File: config.mk
export PLATFORM = sky130hd
export DESIGN_NAME = sha256_hash_engine_flat
export DESIGN_NICKNAME = d
export VERILOG_FILES = /design/src/design/sha_pkg.sv /design/src/design/sha_in_if.sv /design/src/design/sha_out_if.sv /design/src/design/sha256_hash_engine.sv /design/src/flat_wrapper.sv
export SDC_FILE = /design/constraint.sdc
export NUM_CORES = 2
export LEC_CHECK = 0
export BUFFER_PORTS_ARGS = -buffer_cell sky130_fd_sc_hd__buf_2
export CAP_MARGIN = 25
export CORE_ASPECT_RATIO = 1.1
export CORE_MARGIN = 2
export CORE_UTILIZATION = 60
export DETAILED_ROUTE_END_ITERATION = 10
export PLACE_DENSITY = 0.78
export SLEW_MARGIN = 20
export SYNTH_ARGS = -nofsm -noshare
export SYNTH_HDL_FRONTEND = slang
export SYNTH_SLANG_ARGS = --single-unit
export TNS_END_PERCENT = 5
File: constraint.sdc
create_clock -name clk -period 84 [get_ports clk]
set_clock_uncertainty 0.05 [all_clocks]
set_input_delay 8.4 -clock clk [delete_from_list [all_inputs] [get_ports clk]]
set_output_delay 8.4 -clock clk [all_outputs]
set_load 0.01 [all_outputs]
File: src/design/sha_pkg.sv
// Shared types, constants and round functions for the SHA-256 hash engine.
`default_nettype none

package sha_pkg;

  // Command codes carried in the request cmd field.
  localparam logic CMD_ABSORB = 1'b0;
  localparam logic CMD_FINISH = 1'b1;

  localparam logic [7:0] PAD_MARK = 8'h80;

  // Eight 32-bit words, index 0 is the most significant digest word.
  typedef logic [0:7][31:0] words8_t;

  localparam words8_t HASH_INIT = {
    32'h6a09e667, 32'hbb67ae85, 32'h3c6ef372, 32'ha54ff53a,
    32'h510e527f, 32'h9b05688c, 32'h1f83d9ab, 32'h5be0cd19
  };

  typedef enum logic [4:0] {
    ST_IDLE  = 5'b00001,
    ST_PAD   = 5'b00010,
    ST_ROUND = 5'b00100,
    ST_FOLD  = 5'b01000,
    ST_EMIT  = 5'b10000
  } state_t;

  function automatic logic [31:0] big_sig0(logic [31:0] x);
    return {x[1:0], x[31:2]} ^ {x[12:0], x[31:13]} ^ {x[21:0], x[31:22]};
  endfunction

  function automatic logic [31:0] big_sig1(logic [31:0] x);
    return {x[5:0], x[31:6]} ^ {x[10:0], x[31:11]} ^ {x[24:0], x[31:25]};
  endfunction

  function automatic logic [31:0] small_sig0(logic [31:0] x);
    return {x[6:0], x[31:7]} ^ {x[17:0], x[31:18]} ^ {3'b000, x[31:3]};
  endfunction

  function automatic logic [31:0] small_sig1(logic [31:0] x);
    return {x[16:0], x[31:17]} ^ {x[18:0], x[31:19]} ^ {10'b0, x[31:10]};
  endfunction

  // Round constants.
  function automatic logic [31:0] round_k(logic [5:0] t);
    logic [31:0] k;
    unique case (t)
      6'd0:  k = 32'h428a2f98;  6'd1:  k = 32'h71374491;
      6'd2:  k = 32'hb5c0fbcf;  6'd3:  k = 32'he9b5dba5;
      6'd4:  k = 32'h3956c25b;  6'd5:  k = 32'h59f111f1;
      6'd6:  k = 32'h923f82a4;  6'd7:  k = 32'hab1c5ed5;
      6'd8:  k = 32'hd807aa98;  6'd9:  k = 32'h12835b01;
      6'd10: k = 32'h243185be;  6'd11: k = 32'h550c7dc3;
      6'd12: k = 32'h72be5d74;  6'd13: k = 32'h80deb1fe;
      6'd14: k = 32'h9bdc06a7;  6'd15: k = 32'hc19bf174;
      6'd16: k = 32'he49b69c1;  6'd17: k = 32'hefbe4786;
      6'd18: k = 32'h0fc19dc6;  6'd19: k = 32'h240ca1cc;
      6'd20: k = 32'h2de92c6f;  6'd21: k = 32'h4a7484aa;
      6'd22: k = 32'h5cb0a9dc;  6'd23: k = 32'h76f988da;
      6'd24: k = 32'h983e5152;  6'd25: k = 32'ha831c66d;
      6'd26: k = 32'hb00327c8;  6'd27: k = 32'hbf597fc7;
      6'd28: k = 32'hc6e00bf3;  6'd29: k = 32'hd5a79147;
      6'd30: k = 32'h06ca6351;  6'd31: k = 32'h14292967;
      6'd32: k = 32'h27b70a85;  6'd33: k = 32'h2e1b2138;
      6'd34: k = 32'h4d2c6dfc;  6'd35: k = 32'h53380d13;
      6'd36: k = 32'h650a7354;  6'd37: k = 32'h766a0abb;
      6'd38: k = 32'h81c2c92e;  6'd39: k = 32'h92722c85;
      6'd40: k = 32'ha2bfe8a1;  6'd41: k = 32'ha81a664b;
      6'd42: k = 32'hc24b8b70;  6'd43: k = 32'hc76c51a3;
      6'd44: k = 32'hd192e819;  6'd45: k = 32'hd6990624;
      6'd46: k = 32'hf40e3585;  6'd47: k = 32'h106aa070;
      6'd48: k = 32'h19a4c116;  6'd49: k = 32'h1e376c08;
      6'd50: k = 32'h2748774c;  6'd51: k = 32'h34b0bcb5;
      6'd52: k = 32'h391c0cb3;  6'd53: k = 32'h4ed8aa4a;
      6'd54: k = 32'h5b9cca4f;  6'd55: k = 32'h682e6ff3;
      6'd56: k = 32'h748f82ee;  6'd57: k = 32'h78a5636f;
      6'd58: k = 32'h84c87814;  6'd59: k = 32'h8cc70208;
      6'd60: k = 32'h90befffa;  6'd61: k = 32'ha4506ceb;
      6'd62: k = 32'hbef9a3f7;  6'd63: k = 32'hc67178f2;
      default: k = 32'h0;
    endcase
    return k;
  endfunction

endpackage

`default_nettype wire

File: src/design/sha_in_if.sv
// Request channel of the SHA-256 hash engine: command and message byte.
`default_nettype none

interface sha_in_if;
  logic       valid;
  logic       ready;
  logic       cmd;
  logic [7:0] msg_byte;

  modport source (output valid, output cmd, output msg_byte, input ready);
  modport sink   (input valid, input cmd, input msg_byte, output ready);
endinterface

`default_nettype wire

File: src/design/sha_out_if.sv
// Result channel of the SHA-256 hash engine: digest words.
`default_nettype none

interface sha_out_if;
  logic        valid;
  logic        ready;
  logic [31:0] digest_word;
  logic        last_word;

  modport source (output valid, output digest_word, output last_word, input ready);
  modport sink   (input valid, input digest_word, input last_word, output ready);
endinterface

`default_nettype wire

File: src/design/sha256_hash_engine.sv
// SHA-256 hash engine: byte-wide message absorb, padding, compression, digest out.
// Usage: send requests on in_ch. cmd absorb takes msg_byte into the current
// 64-byte block; cmd finish pads the message and returns the digest as eight
// 32-bit words on out_ch, most significant first, last_word high on the eighth.
// Every 64th absorbed byte starts a compression: 64 rounds of the single
// shared round unit, one round a cycle, then a fold of the working words into
// the chaining words. A finish shifts padding and length in at one byte a
// cycle (with an extra block when 56 or more bytes are buffered), then
// compresses each padded block, then sends the eight digest words at one per
// cycle while the receiver is ready.
// in_ch.ready is high only while idle; the block holds one request at a time.
// If the receiver stalls, the current digest word is held on out_ch and
// nothing advances. Once the last word is taken the chaining words return to
// the initial hash values and the byte count to zero.
// Reset (synchronous, rst high) restores the initial hash values, clears the
// byte count and returns to idle; the block buffer needs no clearing pass.
`default_nettype none

module sha256_hash_engine
  import sha_pkg::*;
(
  input  wire        clk,
  input  wire        rst,
  sha_in_if.sink     in_ch,
  sha_out_if.source  out_ch
);

  state_t       st;
  words8_t      chain;      // chaining words H0..H7
  words8_t      v;          // working words a..h
  logic [511:0] wnd;        // block buffer, then the message schedule window
  logic [63:0]  byte_total; // bytes of the current message
  logic [5:0]   pos;        // bytes shifted into the window since the last block
  logic [5:0]   rnd;        // round counter
  logic [2:0]   idx;        // digest word being sent
  logic         fin;        // finishing: padding blocks under way
  logic         two_blk;    // length must wait for an extra block

  logic         in_acc;
  logic         out_acc;
  logic [63:0]  bit_len;
  logic [2:0]   len_sel;
  logic [7:0]   pad_byte;
  logic [31:0]  w_cur;
  logic [31:0]  w_new;
  logic [31:0]  t1;
  logic [31:0]  t2;

  assign in_acc  = in_ch.valid && in_ch.ready;
  assign out_acc = out_ch.valid && out_ch.ready;

  assign in_ch.ready        = (st == ST_IDLE);
  assign out_ch.valid       = (st == ST_EMIT);
  assign out_ch.digest_word = chain[idx];
  assign out_ch.last_word   = (idx == 3'd7);

  // Length field: byte count times eight, big-endian in the last eight bytes.
  assign bit_len  = {byte_total[60:0], 3'b000};
  assign len_sel  = 3'd7 - pos[2:0];
  assign pad_byte = ((pos[5:3] == 3'd7) && !two_blk) ? bit_len[{len_sel, 3'b000} +: 8]
                                                    : 8'h00;

  // Schedule window: word 0 is W[t], word 1 W[t+1], word 9 W[t+9], word 14 W[t+14].
  assign w_cur = wnd[511:480];
  assign w_new = small_sig1(wnd[63:32]) + wnd[223:192] + small_sig0(wnd[479:448]) + w_cur;

  // Shared round unit.
  assign t1 = v[7] + big_sig1(v[4]) + ((v[4] & v[5]) ^ (~v[4] & v[6])) + round_k(rnd) + w_cur;
  assign t2 = big_sig0(v[0]) + ((v[0] & v[1]) ^ (v[0] & v[2]) ^ (v[1] & v[2]));

  always_ff @(posedge clk) begin
    if (rst) begin
      st         <= ST_IDLE;
      chain      <= HASH_INIT;
      byte_total <= '0;
      pos        <= '0;
      rnd        <= '0;
      idx        <= '0;
      fin        <= 1'b0;
      two_blk    <= 1'b0;
    end else begin
      unique case (st)
        ST_IDLE: begin
          if (in_acc) begin
            pos <= pos + 6'd1;
            v   <= chain;
            if (in_ch.cmd == CMD_ABSORB) begin
              wnd        <= {wnd[503:0], in_ch.msg_byte};
              byte_total <= byte_total + 64'd1;
              if (pos == 6'd63) begin
                st <= ST_ROUND;
              end
            end else begin
              // Append the end marker; decide whether the length needs its own block.
              wnd     <= {wnd[503:0], PAD_MARK};
              fin     <= 1'b1;
              two_blk <= (pos[5:3] == 3'd7);
              st      <= (pos == 6'd63) ? ST_ROUND : ST_PAD;
            end
          end
        end
        ST_PAD: begin
          wnd <= {wnd[503:0], pad_byte};
          pos <= pos + 6'd1;
          v   <= chain;
          if (pos == 6'd63) begin
            st <= ST_ROUND;
          end
        end
        ST_ROUND: begin
          v   <= {t1 + t2, v[0], v[1], v[2], v[3] + t1, v[4], v[5], v[6]};
          wnd <= {wnd[479:0], w_new};
          rnd <= rnd + 6'd1;
          if (rnd == 6'd63) begin
            st <= ST_FOLD;
          end
        end
        ST_FOLD: begin
          for (int i = 0; i < 8; i++) begin
            chain[i] <= chain[i] + v[i];
          end
          if (!fin) begin
            st <= ST_IDLE;
          end else if (two_blk) begin
            two_blk <= 1'b0;
            st      <= ST_PAD;
          end else begin
            st <= ST_EMIT;
          end
        end
        ST_EMIT: begin
          if (out_acc) begin
            idx <= idx + 3'd1;
            if (idx == 3'd7) begin
              chain      <= HASH_INIT;
              byte_total <= '0;
              fin        <= 1'b0;
              st         <= ST_IDLE;
            end
          end
        end
        default: begin
          st <= ST_IDLE;
        end
      endcase
    end
  end

  // Never take a request while a digest is on offer.
  a_no_overlap: assert property (@(posedge clk) disable iff (rst)
    !(in_ch.ready && out_ch.valid))
    else $error("request taken while digest pending");

  // Compression starts only with a full window.
  a_full_block: assert property (@(posedge clk) disable iff (rst)
    (st == ST_ROUND) |-> (pos == 6'd0))
    else $error("compression on a partial block");

  // The final digest word leaves the engine ready for a new message.
  a_restart: assert property (@(posedge clk) disable iff (rst)
    (out_acc && out_ch.last_word) |=> (byte_total == 64'd0 && chain == HASH_INIT && !fin))
    else $error("state not restored after digest");

  // A buffered extra block never survives into the digest phase.
  a_no_stale_pad: assert property (@(posedge clk) disable iff (rst)
    out_ch.valid |-> (!two_blk && fin && pos == 6'd0))
    else $error("digest sent before padding completed");

endmodule

`default_nettype wire

File: src/flat_wrapper.sv
// flat-port wrapper written by rule: the top's interface ports become plain ports
module sha256_hash_engine_flat import sha_pkg::*;
  (clk, rst, in_ch_valid, in_ch_cmd, in_ch_msg_byte, in_ch_ready, out_ch_valid, out_ch_digest_word, out_ch_last_word, out_ch_ready);
  sha_in_if in_ch_i ();
  sha_out_if out_ch_i ();
  input  wire clk;
  input  wire rst;
  input wire logic [$bits(in_ch_i.valid)-1:0] in_ch_valid;
  input wire logic [$bits(in_ch_i.cmd)-1:0] in_ch_cmd;
  input wire logic [$bits(in_ch_i.msg_byte)-1:0] in_ch_msg_byte;
  output wire logic [$bits(in_ch_i.ready)-1:0] in_ch_ready;
  output wire logic [$bits(out_ch_i.valid)-1:0] out_ch_valid;
  output wire logic [$bits(out_ch_i.digest_word)-1:0] out_ch_digest_word;
  output wire logic [$bits(out_ch_i.last_word)-1:0] out_ch_last_word;
  input wire logic [$bits(out_ch_i.ready)-1:0] out_ch_ready;
  assign in_ch_i.valid = in_ch_valid;
  assign in_ch_i.cmd = in_ch_cmd;
  assign in_ch_i.msg_byte = in_ch_msg_byte;
  assign in_ch_ready = in_ch_i.ready;
  assign out_ch_valid = out_ch_i.valid;
  assign out_ch_digest_word = out_ch_i.digest_word;
  assign out_ch_last_word = out_ch_i.last_word;
  assign out_ch_i.ready = out_ch_ready;
  sha256_hash_engine u_core (.clk(clk), .rst(rst), .in_ch(in_ch_i), .out_ch(out_ch_i));
endmodule
==> metrics.md <==
| Metric | Value |
|---|---|
| Largest area contributor in the synthesized netlist | `sky130_fd_sc_hd__edfxtp_1` |
| Met1 layer usage reported by global route | `44.93%` |
| Root Buffer Master | `sky130_fd_sc_hd__clkbuf_16` |
| Total power divided by cell area | `33.65 nW/µm²` |
| Routed wire per std cell | `about 23 µm` |
| VDD IR-drop max | `0.03061 mV` |
| Buffers plus inverters on the worst setup path | `2` |
| Layout Area Growth over Synthesis | `7.200%` |
| Initial Util | `60.33%` |
| Share of the clock period used by the worst path after layout | `14.16%` |
| Top Ports | `48` |
| Start point of the critical path | `u_core.idx[0]` |
| Highest cell delay on the worst timing path | `0.81 ns` |
| Number of sinks on the clock net | `approximately 1.1k` |
| Endpoint arrival time on the critical path | `3.45 ns` |
| Worst r2r dst | `u_core.v[255]` |
| Switching power | `1.155 mW` |
| Sw frac | `42.61%` |
| Quantity of gates resized following cts | `0` |
| Post-detailed-placement cell area | `76220 µm²` |
| Part of the Yosys area used for sequential elements | `between 40% and 50%` |
| Remaining number of nets flagged by the antenna check after routing | `0` |
| Die Y-Extent | `375.2 µm` |
| Final Slew Violations | `0` |
| Syn avg cell area | `8.921 µm²` |
| Outcome | `completed` |
| Portion of total power attributed to combinational logic | `53.1%` |
| Tightest Pin Transition | `1.192 ns` |
| Area of the placeable core | `between 100000 and 150000 µm²` |
| Total leakage power | `around 33 nW` |
| Maximum number of pins on one net before global-route repair | `226` |
| Unique masters post-synth | `100` |
| Met3 Use GR | `slightly below 6%` |
| Number of antenna violations at the first check in global routing | `4` |
| Minimum setup slack among reg-to-reg paths | `75.02 ns` |
| Hold buffer count at cts | `0` |
| NumNets Final | `8788` |
| Wire length of the first global-routing pass | `approximately 350000 µm` |
| Clk slew on worst S/H paths | `about 0.06 ns` |
| Cell depth of the worst flop-to-flop path | `31` |
| Floorplan die area | `128100 µm²` |
| Clock buffers created by TritonCTS | `131` |
| Share of Yosys cell area claimed by the top area cell type | `between 30% and 40%` |
| Fillers | `10.02k` |
| HPWL after detailed placement | `about 160000 µm` |
| Synthesized Nets | `9024` |
| Headroom to the max-slew limit | `20.54%` |
| Combined area of all synthesized cells | `75140 µm²` |
| Synth Area in XOR/XNOR | `7.222%` |
| P_int | `1.556 mW` |
| Synthesis warning total | `0` |
| Type of element launching the critical path | `register` |
| Dominant cells by area after synthesis | `sky130_fd_sc_hd__edfxtp_1 (31%), sky130_fd_sc_hd__nand2_1 (12%), sky130_fd_sc_hd__dfxtp_1 (9.9%), sky130_fd_sc_hd__ha_1 (6.5%), sky130_fd_sc_hd__fa_1 (5.2%)` |
| Number of buffer cells added on primary ports | `47` |
| Family with the most delay on the worst path | `multiplexers` |
| Kind of critical path | `register to output pin` |
| Sum of negative setup slack | `0 ns` |
| Overall Power | `2.711 mW` |
| Met2 layer usage reported by global route | `56.53%` |
| Final setup violation count | `0` |
| Critical path required time | `75.55 ns` |
| Clk Latency, worst-skew pair | `0.80 ns` |
| End point of the critical path | `out_ch_digest_word[7]` |
| Multiplexer fraction of the synthesized cell area | `around 3.6%` |
| Total routed wirelength | `about 230000 µm` |
| Slowest CP cell | `sky130_fd_sc_hd__buf_4` |
| Minimum clock period after layout | `11.90 ns` |
| Adder-cell share of the synthesized area | `12.03%` |
| Maximum achievable frequency | `84.06 MHz` |
| Synthesized-area fraction occupied by ao, oa, aoi and oai cells | `13.28%` |
| DRT Pass-1 Iters | `8` |
| Number of synthesized register bits | `~1.1k` |
| Final number of hold-violating endpoints | `0` |
| Overflow after GRT | `0` |
| Clk pwr share | `between 20% and 30%` |
| Maximum buffer depth of the clock tree | `3` |
| Via count of the first global-routing pass | `around 60k` |
| Sequential cell fraction of total power | `about 26%` |
| Predominant post-synthesis flop cell | `sky130_fd_sc_hd__edfxtp_1` |
| Min-Delay Path Class | `register to register` |
| H-tree depth | `4` |
| Simple logic cell fraction of the synthesized area | `19.15%` |
| Number of vias in the routed layout | `62.16k` |
| Detailed-route vias per instance | `6.246` |
| Most utilized layer in the global route result | `met2` |
| Setup Fix Bufs, Post-CTS | `0` |
| Critical-path cell list | `buf_4 > mux4_2 > mux2_2 > buf_2` |
| DRC viols | `0` |
| Fraction of final layout cells with drive strength greater than 1 | `6.016%` |
| EDFF count, synth | `768` |
| Maximum fanout along the worst path | `between 40 and 50` |
| Dominant combinational cell family by area after synthesis | `simple AND/OR/NAND/NOR gates` |
| Violation count after the first detailed-routing iteration | `6973` |
| Routability-driven placement congestion ratio | `1.016` |
| CTS tree | `yes` |
| Kind of end point of the critical path | `output pin` |
| Setup repair after global routing missed its margin | `no` |
| Cells after synthesis | `8423` |
| Area of all placed cells without fillers | `80550 µm²` |
| Reg-to-reg startpoint | `u_core.v[123]` |
| Proportion of synthesized flip-flops having asynchronous set or reset | `0%` |
| Levels on crit path | `4` |
| Max_cap viols | `0` |
| Die width | `341.4 µm` |
| GRT Total Usage | `35.40%` |
| Count of standard-cell rows | `136` |
==> kinds of logic after synthesis <==
| kind of cell | after synthesis |
|---|---|
| mux | 167 |
| compound gates | 1583 |
| simple gates | 3485 |
| buf+inv | 821 |
| xor+xnor | 618 |
| flops | 1139 |
| fa+ha+maj | 610 |
==> power groups by stage <==
| stage | registers [mW] | logic, mW | clock network, mW |
|---|---|---|---|
| 4_1_cts | 0.694 | 1.41 | 0.578 |
| 5_1_grt | 0.698 | 1.57 | 0.598 |
| 3_5_place_dp | 0.705 | 1.39 | 0 |
| 3_3_place_gp | 0.704 | 1.36 | 0 |
| 2_1_floorplan | 0.773 | 1.06 | 0 |
| 6_report | 0.696 | 1.44 | 0.575 |
==> metal layers <==
layer | vias up | share of wire [%] | wire length (µm)
met4 | 4 | 7.0 | 16040
met3 | 702 | 9.3 | 21400
met2 | 3294 | 46 | 106300
li1 | 28494 | - | -
met1 | 29662 | 38 | 86460
met5 | - | 0.013 | 29
==> layout make-up <==
type | count | area (µm²) | area share, %
Timing Repair Buffer | 111 | 868.3 | 1.078
Clock inverter | 70 | 705.7 | 0.8761
Inverter | 341 | 1282 | 1.592
Clock buffer | 170 | 3527 | 4.379
Antenna cell | 1 | 2.502 | 0.003107
Sequential cell | 1139 | 30500 | 37.86
Multi-Input combinational cell | 6463 | 41590 | 51.64
Tap cell | 1656 | 2072 | 2.572
==> cell usage after synthesis (141+ instances only) <==
master,n
sky130_fd_sc_hd__a21o_1,182
sky130_fd_sc_hd__xor2_1,232
sky130_fd_sc_hd__nand3_1,141
sky130_fd_sc_hd__dfxtp_1,371
sky130_fd_sc_hd__ha_1,393
sky130_fd_sc_hd__nor2_1,430
sky130_fd_sc_hd__inv_1,338
sky130_fd_sc_hd__xnor2_1,385
sky130_fd_sc_hd__fa_1,195
sky130_fd_sc_hd__o21ai_0,432
sky130_fd_sc_hd__nand2_1,2463
sky130_fd_sc_hd__clkbuf_1,426
sky130_fd_sc_hd__edfxtp_1,768
sky130_fd_sc_hd__a21oi_1,411
==> worst min-delay path, delay by kind of cell, from the launching register on <==
family	cells	cell delay, ns
flip-flops	1	0.34
AO/OA/AOI/OAI	1	0.05
AND/OR/NAND/NOR	1	0.06
==> layout by cell type (no fill, tap or decap), types with 61 or more instances in the layout <==
cell type | netlist | final
sky130_fd_sc_hd__nand2_1 | 2463 | 2458
sky130_fd_sc_hd__edfxtp_1 | 768 | 768
sky130_fd_sc_hd__o21ai_0 | 432 | 432
sky130_fd_sc_hd__nor2_1 | 430 | 427
sky130_fd_sc_hd__a21oi_1 | 411 | 411
sky130_fd_sc_hd__ha_1 | 393 | 393
sky130_fd_sc_hd__xnor2_1 | 385 | 385
sky130_fd_sc_hd__dfxtp_1 | 371 | 367
sky130_fd_sc_hd__inv_1 | 338 | 338
sky130_fd_sc_hd__xor2_1 | 232 | 232
sky130_fd_sc_hd__fa_1 | 195 | 195
sky130_fd_sc_hd__a21o_1 | 182 | 182
sky130_fd_sc_hd__nand3_1 | 141 | 139
sky130_fd_sc_hd__clkbuf_16 | 0 | 133
sky130_fd_sc_hd__nor3_1 | 110 | 109
sky130_fd_sc_hd__mux4_2 | 78 | 78
sky130_fd_sc_hd__a31oi_1 | 66 | 66
sky130_fd_sc_hd__o21a_1 | 63 | 63
sky130_fd_sc_hd__and3_1 | 63 | 61
==> state kept, by name, indices dropped and copies added, names as in the netlist, named ones only <==
| name | cells |
|---|---|
| u_core.rnd | 6 |
| u_core.st | 5 |
| u_core.two_blk | 1 |
| u_core.chain | 256 |
| u_core.pos | 6 |
| u_core.wnd | 512 |
| u_core.fin | 1 |
| u_core.v | 256 |
| u_core.idx | 3 |
| u_core.byte_total | 61 |
==> stage by stage <==
step	utilization [%]	hold slack, ns	std cells	setup slack [ns]
floorplan	-	0.3951	8423	20.57
global placement	61.16	0.4125	9705	71.80
detailed placement	61.20	0.4291	9707	71.77
CTS	64.59	0.4365	9947	72.06
global route	64.67	0.4740	9950	72.00
finish	64.67	0.4433	9951	72.10
==> worst min path at each step <==
stage	cells after the start	from	to
after global placement	2	u_core.fin	u_core.fin
after detailed placement	2	u_core.fin	u_core.fin
after global routing	2	u_core.chain[83]	u_core.chain[83]
after floorplan	2	u_core.chain[218]	u_core.chain[218]
after CTS	2	u_core.fin	u_core.fin
final	2	u_core.chain[83]	u_core.chain[83]
No activity file was read; power rests on OpenSTA's default activity.
